`config.mk`:
```
export PLATFORM = sky130hd
export DESIGN_NAME = beacon_vendor_ie_framer
export DESIGN_NICKNAME = d
export VERILOG_FILES = /design/src/hdl/bvif_pkg.sv /design/src/hdl/bvif_ctrl.sv /design/src/hdl/bvif_emit.sv /design/src/hdl/beacon_vendor_ie_framer.sv
export SDC_FILE = /design/constraint.sdc
export NUM_CORES = 1
export LEC_CHECK = 0
export ABC_AREA = 0
export BUFFER_PORTS_ARGS = -buffer_cell sky130_fd_sc_hd__buf_2
export CORE_UTILIZATION = 58
export CTS_CLUSTER_DIAMETER = 40
export DETAILED_ROUTE_END_ITERATION = 8
export GPL_ROUTABILITY_DRIVEN = 0
export PLACE_DENSITY = 0.78
export SLEW_MARGIN = 20
export SYNTH_ARGS = -nofsm -noshare
export SYNTH_HDL_FRONTEND = slang
export SYNTH_SLANG_ARGS = --single-unit
```
`constraint.sdc`:
```
create_clock -name clk -period 7.65 [get_ports clk]
set_input_delay 1.53 -clock clk [delete_from_list [all_inputs] [get_ports clk]]
set_output_delay 1.53 -clock clk [all_outputs]
set_load 0.01 [all_outputs]
```
`src/hdl/bvif_pkg.sv`:
```
// Shared constants, types and the management header ROM of the beacon framer.
package bvif_pkg;

	localparam int unsigned MAX_PAYLOAD  = 2048;
	localparam int unsigned HEADER_BYTES = 36;
	localparam int unsigned LEN_W        = 12;
	localparam int unsigned POS_W        = 6;

	localparam logic [7:0] ELEMENT_TAG = 8'hde;
	localparam logic [7:0] CHUNK_MAX   = 8'd255;
	localparam logic [7:0] SUBSTITUTE  = 8'h3f;

	localparam logic [LEN_W-1:0] LEN_MAX = LEN_W'(MAX_PAYLOAD);
	localparam logic [LEN_W-1:0] LEN_MIN = LEN_W'(1);

	localparam logic [POS_W-1:0] POS_ROM_FIRST = POS_W'(0);
	localparam logic [POS_W-1:0] POS_ROM_LAST  = POS_W'(HEADER_BYTES - 1);
	localparam logic [POS_W-1:0] POS_TAG       = POS_W'(HEADER_BYTES);
	localparam logic [POS_W-1:0] POS_LEN       = POS_W'(HEADER_BYTES + 1);
	localparam logic [POS_W-1:0] POS_DATA      = POS_W'(HEADER_BYTES + 2);

	typedef struct packed {
		logic       mgmt;
		logic       elem;
		logic [7:0] chunk_len;
		logic [7:0] data;
		logic       last;
	} desc_t;

	function automatic logic [7:0] mgmt_rom(input logic [POS_W-1:0] addr);
		logic [7:0] b;
		case (addr)
			6'd0:  b = 8'h80;
			6'd1:  b = 8'h00;
			6'd2:  b = 8'h00;
			6'd3:  b = 8'h00;
			6'd4:  b = 8'hff;
			6'd5:  b = 8'hff;
			6'd6:  b = 8'hff;
			6'd7:  b = 8'hff;
			6'd8:  b = 8'hff;
			6'd9:  b = 8'hff;
			6'd10: b = 8'hde;
			6'd11: b = 8'had;
			6'd12: b = 8'hbe;
			6'd13: b = 8'hef;
			6'd14: b = 8'hde;
			6'd15: b = 8'had;
			6'd16: b = 8'ha1;
			6'd17: b = 8'h00;
			6'd18: b = 8'h64;
			6'd19: b = 8'he6;
			6'd20: b = 8'h0b;
			6'd21: b = 8'h8b;
			6'd22: b = 8'h40;
			6'd23: b = 8'h43;
			6'd32: b = 8'h64;
			6'd33: b = 8'h00;
			6'd34: b = 8'h11;
			6'd35: b = 8'h04;
			default: b = 8'h00;
		endcase
		return b;
	endfunction

endpackage

```
`src/hdl/bvif_ctrl.sv`:
```
// Input stage: frame counters, length register and the registered beat descriptor.
module bvif_ctrl
	import bvif_pkg::*;
(
	input  logic             clk,
	input  logic             arst_n,
	input  logic             cfg_we,
	input  logic [LEN_W-1:0] payload_length,
	input  logic             s_tvalid,
	output logic             s_tready,
	input  logic [7:0]       s_tdata,
	output logic             desc_valid,
	output desc_t            desc,
	input  logic             desc_pop
);

	logic [LEN_W-1:0] length_q;
	logic [LEN_W-1:0] payload_index_q;
	logic [7:0]       chunk_offset_q;
	logic             desc_valid_s1;
	desc_t            desc_s1;

	logic [LEN_W-1:0] len_eff;
	logic [LEN_W-1:0] remaining;
	logic             last;
	logic             accept;
	desc_t            next_desc;

	always_comb begin
		if (length_q == '0) begin
			len_eff = LEN_MIN;
		end else if (length_q > LEN_MAX) begin
			len_eff = LEN_MAX;
		end else begin
			len_eff = length_q;
		end
		remaining = (payload_index_q < len_eff) ? (len_eff - payload_index_q) : LEN_MIN;
		last      = (remaining <= LEN_MIN);
		next_desc.mgmt      = (payload_index_q == '0);
		next_desc.elem      = (chunk_offset_q == '0);
		next_desc.chunk_len = (remaining < LEN_W'(CHUNK_MAX)) ? remaining[7:0] : CHUNK_MAX;
		next_desc.data      = s_tdata[7] ? SUBSTITUTE : s_tdata;
		next_desc.last      = last;
	end

	assign s_tready   = !desc_valid_s1 || desc_pop;
	assign accept     = s_tvalid && s_tready;
	assign desc_valid = desc_valid_s1;
	assign desc       = desc_s1;

	always_ff @(posedge clk or negedge arst_n) begin
		if (!arst_n) begin
			length_q        <= LEN_MIN;
			payload_index_q <= '0;
			chunk_offset_q  <= '0;
			desc_valid_s1   <= 1'b0;
		end else begin
			if (cfg_we) begin
				length_q <= payload_length;
			end
			if (accept) begin
				desc_valid_s1 <= 1'b1;
				if (last) begin
					payload_index_q <= '0;
					chunk_offset_q  <= '0;
				end else begin
					payload_index_q <= payload_index_q + LEN_MIN;
					chunk_offset_q  <= (chunk_offset_q >= CHUNK_MAX - 8'd1) ? 8'd0
						: chunk_offset_q + 8'd1;
				end
			end else if (desc_pop) begin
				desc_valid_s1 <= 1'b0;
			end
		end
	end

	always_ff @(posedge clk) begin
		if (accept) begin
			desc_s1 <= next_desc;
		end
	end

	a_chunk_offset_range: assert property (@(posedge clk) disable iff (!arst_n)
		chunk_offset_q < CHUNK_MAX)
		else $error("Chunk offset has reached the chunk size.");

	a_index_range: assert property (@(posedge clk) disable iff (!arst_n)
		payload_index_q < LEN_MAX)
		else $error("Payload index has reached the maximum payload.");

endmodule

```
`src/hdl/bvif_emit.sv`:
```
// Byte sequencer: walks header, element header and payload byte into the output register.
module bvif_emit
	import bvif_pkg::*;
(
	input  logic       clk,
	input  logic       arst_n,
	input  logic       desc_valid,
	input  desc_t      desc,
	output logic       desc_pop,
	output logic       m_tvalid,
	input  logic       m_tready,
	output logic [7:0] m_tdata,
	output logic       m_tuser,
	output logic       m_tlast
);

	logic             busy_q;
	logic [POS_W-1:0] pos_q;
	logic             out_valid_q;
	logic [7:0]       out_byte_q;
	logic             out_run_end_q;
	logic             out_frame_end_q;

	logic [POS_W-1:0] start_pos;
	logic [POS_W-1:0] cur;
	logic [7:0]       cur_byte;
	logic             final_byte;
	logic             load;

	always_comb begin
		if (desc.mgmt) begin
			start_pos = POS_ROM_FIRST;
		end else if (desc.elem) begin
			start_pos = POS_TAG;
		end else begin
			start_pos = POS_DATA;
		end
		cur = busy_q ? pos_q : start_pos;
		case (cur) inside
			[POS_ROM_FIRST:POS_ROM_LAST]: cur_byte = mgmt_rom(cur);
			POS_TAG:                      cur_byte = ELEMENT_TAG;
			POS_LEN:                      cur_byte = desc.chunk_len;
			default:                      cur_byte = desc.data;
		endcase
	end

	assign final_byte = (cur == POS_DATA);
	assign load       = desc_valid && (!out_valid_q || m_tready);
	assign desc_pop   = load && final_byte;

	always_ff @(posedge clk or negedge arst_n) begin
		if (!arst_n) begin
			busy_q      <= 1'b0;
			pos_q       <= '0;
			out_valid_q <= 1'b0;
		end else begin
			if (load) begin
				busy_q      <= !final_byte;
				pos_q       <= cur + POS_W'(1);
				out_valid_q <= 1'b1;
			end else if (m_tready) begin
				out_valid_q <= 1'b0;
			end
		end
	end

	always_ff @(posedge clk) begin
		if (load) begin
			out_byte_q      <= cur_byte;
			out_run_end_q   <= final_byte;
			out_frame_end_q <= final_byte && desc.last;
		end
	end

	assign m_tvalid = out_valid_q;
	assign m_tdata  = out_byte_q;
	assign m_tuser  = out_run_end_q;
	assign m_tlast  = out_frame_end_q;

	a_frame_end_ends_run: assert property (@(posedge clk) disable iff (!arst_n)
		out_valid_q && out_frame_end_q |-> out_run_end_q)
		else $error("Frame end seen on a beat that does not end its run.");

	a_pos_range: assert property (@(posedge clk) disable iff (!arst_n)
		busy_q |-> (pos_q <= POS_DATA) && desc_valid)
		else $error("Sequencer position is out of range or has lost its descriptor.");

endmodule

```
`src/hdl/beacon_vendor_ie_framer.sv`:
```
// Top level of the beacon vendor element framer.
// An accepted payload beat passes through the descriptor register, then the output register.
// One output beat per cycle while m_tready is high; a payload byte is led by the element header
// at a chunk start and the management header at a frame start, in the single-byte output register.
// A new input beat is taken in the cycle its predecessor's payload byte enters the output register.
// Reset (arst_n low) clears the counters and valid flags and sets the length register to 1.
module beacon_vendor_ie_framer
	import bvif_pkg::*;
(
	input  logic             clk,
	input  logic             arst_n,
	input  logic             cfg_we,
	input  logic [LEN_W-1:0] payload_length,
	input  logic             s_tvalid,
	output logic             s_tready,
	input  logic [7:0]       s_tdata,   // [7:0] payload_byte
	output logic             m_tvalid,
	input  logic             m_tready,
	output logic [7:0]       m_tdata,   // [7:0] tx_byte
	output logic             m_tuser,   // [0] run_end
	output logic             m_tlast
);

	logic  desc_valid;
	desc_t desc;
	logic  desc_pop;

	bvif_ctrl u_ctrl (
		.clk            (clk),
		.arst_n         (arst_n),
		.cfg_we         (cfg_we),
		.payload_length (payload_length),
		.s_tvalid       (s_tvalid),
		.s_tready       (s_tready),
		.s_tdata        (s_tdata),
		.desc_valid     (desc_valid),
		.desc           (desc),
		.desc_pop       (desc_pop)
	);

	bvif_emit u_emit (
		.clk        (clk),
		.arst_n     (arst_n),
		.desc_valid (desc_valid),
		.desc       (desc),
		.desc_pop   (desc_pop),
		.m_tvalid   (m_tvalid),
		.m_tready   (m_tready),
		.m_tdata    (m_tdata),
		.m_tuser    (m_tuser),
		.m_tlast    (m_tlast)
	);

endmodule

```
==> metrics.md <==
| Metric | Value |
|---|---|
| Clock power share | `29.6%` |
| CTS Buffer Depth | `2` |
| Leading cell type in the layout, fill and taps excluded | `nand2_1` |
| CTS root buf | `clkbuf_8` |
| Overall power | `1224 uW` |
| Vias in the first global route | `3,454` |
| Max VDD drop | `0.1290 mV` |
| First-pass DRT Iterations | `6` |
| Area contributors post-synth | `dfrtp_1 (23%), edfxtp_1 (19%), ha_1 (6.8%)` |
| Largest area contributor in the synthesized netlist | `dfrtp_1` |
| Maxcap violations | `0` |
| Dpl ws | `3.344 ns` |
| N_diodes | `0` |
| Drt first-iter violations | `344` |
| Total power per unit cell area | `251.0 nW/um^2` |
| H-tree levels | `3` |
| Grt ovf | `0` |
| Cell variety after synth | `61` |
| DR vias | `3,743` |
| Fin crit period | `4.181 ns` |
| Yosys warning count | `0` |
| Final antenna-violating net count | `0` |
| Num rows | `31` |
| Seq cells post-synth | `69` |
| Clock skew | `0.009764 ns` |
| Syn avg cell area | `9.501 um^2` |
| Mapped Area | `4418 um^2` |
| Per-cell routed wire length | `16.77 um` |
| Leak | `0.002092 uW` |
| Die extent in x | `89.28 um` |
| Post-synthesis compound-gate area fraction | `17.93%` |
| Fill cell count | `581` |
| Crit path DAT | `2.65 ns` |
| Vias per cell | `6.280` |
| RSZ-0062 raised after global routing | `no` |
| Multiplexer share of the synthesized area | `5.806%` |
| Slew Limit Headroom | `39.58%` |
| Power Internal | `806.5 uW` |
| Post-synth EDFFs | `28` |
| Asr flop ratio synth | `59.42%` |
| Port Buffer Count | `36` |
| Setup TNS | `0 ns` |
| Synth Area in XOR/XNOR | `1.388%` |
| PostCTS Resize Cnt | `0` |
| Largest net degree at the start of global routing | `42` |
| Slew Limit Fails | `0` |
| Core Footprint | `7292 um^2` |
| Final setup viols | `0` |
| Comb pwr share | `31.7%` |
| Final Net Count | `542` |
| Total Wirelength | `9996 um` |
| Share of cells above drive strength 1 | `15.90%` |
| Critical path class | `register to output pin` |
| CTS sink count | `69` |
| Slew @ Worst Pin | `0.9063 ns` |
| Sequential share of power | `38.8%` |
| Final HPWL DP | `6985 um` |
| Fin crit share | `54.66%` |
| Sw frac | `34.11%` |
| P&R area growth vs syn | `10.39%` |
| Setup WS post-layout | `3.469 ns` |
| Drt drc | `0` |
| Seq. cell area | `1868 um^2` |
| I/O pin total | `37` |
| Synth Flop Type | `dfrtp_1` |
| Cells after Synth | `465` |
| Most frequent cells in the layout | `nand2_1 (42), dfrtp_1 (40), buf_2 (36)` |
| Total CTS buffers | `9` |
| NetSw | `417.6 uW` |
| Layout Cells excl Fill | `596` |
| Placed cells | `580` |
| Post-CTS Setup Repair Bufs | `0` |
| Total track usage | `26.88%` |
| Status | `complete, no violations` |
| Max Clk Rate | `239.2 MHz` |
| Clk_lat worst skew | `0.35 ns` |
| First-pass GRT wire length | `16,150 um` |
| Mapped Nets | `515` |
| Crit. End Element | `output pin` |
| Die area | `7970 um^2` |
| CTS tree | `done` |
| Final Hold Fails | `0` |
| Die H | `89.28 um` |
| Register area share after synthesis | `42.28%` |
| Synth Area in Simple Gates | `20.82%` |
| Multi-input logic area | `2350 um^2` |
| Initial antenna violation count | `0` |
| Initial core utilization | `60.59%` |
| Post-Synth Adder-Cell Area | `7.250%` |
| Crit path max fanout | `19` |
| Worst min path class | `register to register` |
| CP Launch Type | `register` |
| Yosys top cell area share | `22.66%` |
| CTS clk-pin slew, worst paths | `0.08 ns` |
| Largest family of logic cells by synthesized area | `simple AND/OR/NAND/NOR gates` |
| Critical path required time | `6.12 ns` |
| Cts hold-fix bufs | `0` |
metrics by stage:
step                area (um^2)  utilization [%]  hold WS, ns
global route               4877            66.88       0.5484
finish                     4877            66.88       0.5113
floorplan                  4418                -       0.4568
detailed placement         4638            63.61       0.4988
CTS                        4877            66.88       0.5151
global placement           4638            63.61       0.4914
cell type report:
class | count | share of cell area (%)
Multi-Input combinational cell | 347 | 48.18
Sequential cell | 69 | 38.30
Timing Repair Buffer | 38 | 4.002
Clock buffer | 10 | 2.617
Tap cell | 99 | 2.540
Clock inverter | 6 | 2.283
Inverter | 27 | 2.078
cells in the mapped netlist, drive strengths merged (9+ instances only):
| master | n |
|---|---|
| edfxtp | 28 |
| nor2 | 29 |
| dfrtp | 40 |
| clkbuf | 18 |
| nor4 | 9 |
| mux2i | 11 |
| ha | 24 |
| nor3 | 21 |
| inv | 27 |
| nor2b | 12 |
| nand2 | 42 |
| o21ai | 21 |
| a21oi | 26 |
| mux2 | 13 |
| nand3 | 20 |
path summary, 6_finish.rpt:
kind	start	end	slack, ns	cells past startpoint
worst min-delay path	u_ctrl.desc_valid	u_emit.m_tvalid	0.51	1
worst max register to register	u_ctrl.length_q[6]	u_ctrl.payload_index_q[7]	3.49	13
max in group asynchronous	arst_n	u_ctrl.chunk_offset_q[6]	5.77	1
worst max-delay path	u_emit.busy_q	s_tready	3.47	7
worst min register to register	u_ctrl.desc_valid	u_emit.m_tvalid	0.51	1
min in group asynchronous	arst_n	u_emit.m_tvalid	1.30	1
per-layer routing:
| metal | vias up | track usage (%) | wire (um) |
|---|---|---|---|
| met5 | - | 0 | 0 |
| met4 | 0 | 15.87 | 367 |
| met3 | 34 | 3.970 | 568 |
| met2 | 160 | 44.76 | 4883 |
| met1 | 1757 | 33.33 | 4178 |
| li1 | 1792 | - | - |
power by group through the flow:
stage / Sequential (uW) / Combinational (uW) / Clock (uW)
floorplan: 467 / 288 / 0
global placement: 480 / 367 / 0
detailed placement: 481 / 375 / 0
CTS: 473 / 380 / 364
global route: 481 / 430 / 377
finish: 474 / 388 / 362
state kept, by name, indices dropped and copies added (netlist names), 6 cells and up:
signal	cells
u_emit.pos_q	6
u_ctrl.length_q	12
u_ctrl.desc	18
u_ctrl.payload_index_q	12
u_emit.m_tdata	8
u_ctrl.chunk_offset_q	8
worst max-delay path: stages (launching register included):
cell and delay [ns]:
dfrtp_1 0.69, nor3_1 0.12, a21oi_1 0.62, inv_1 0.19, ha_1 0.31, inv_1 0.09
o31ai_1 0.10, buf_2 0.17
cell families after synthesis:
| family | Yosys count |
|---|---|
| AND/OR/NAND/NOR | 177 |
| AO/OA/AOI/OAI | 114 |
| flip-flops | 69 |
| buffers and inverters | 49 |
| adder cells (fa/ha/maj) | 25 |
| multiplexers | 24 |
| XOR/XNOR | 7 |
Power figures use the tool's default switching activity.
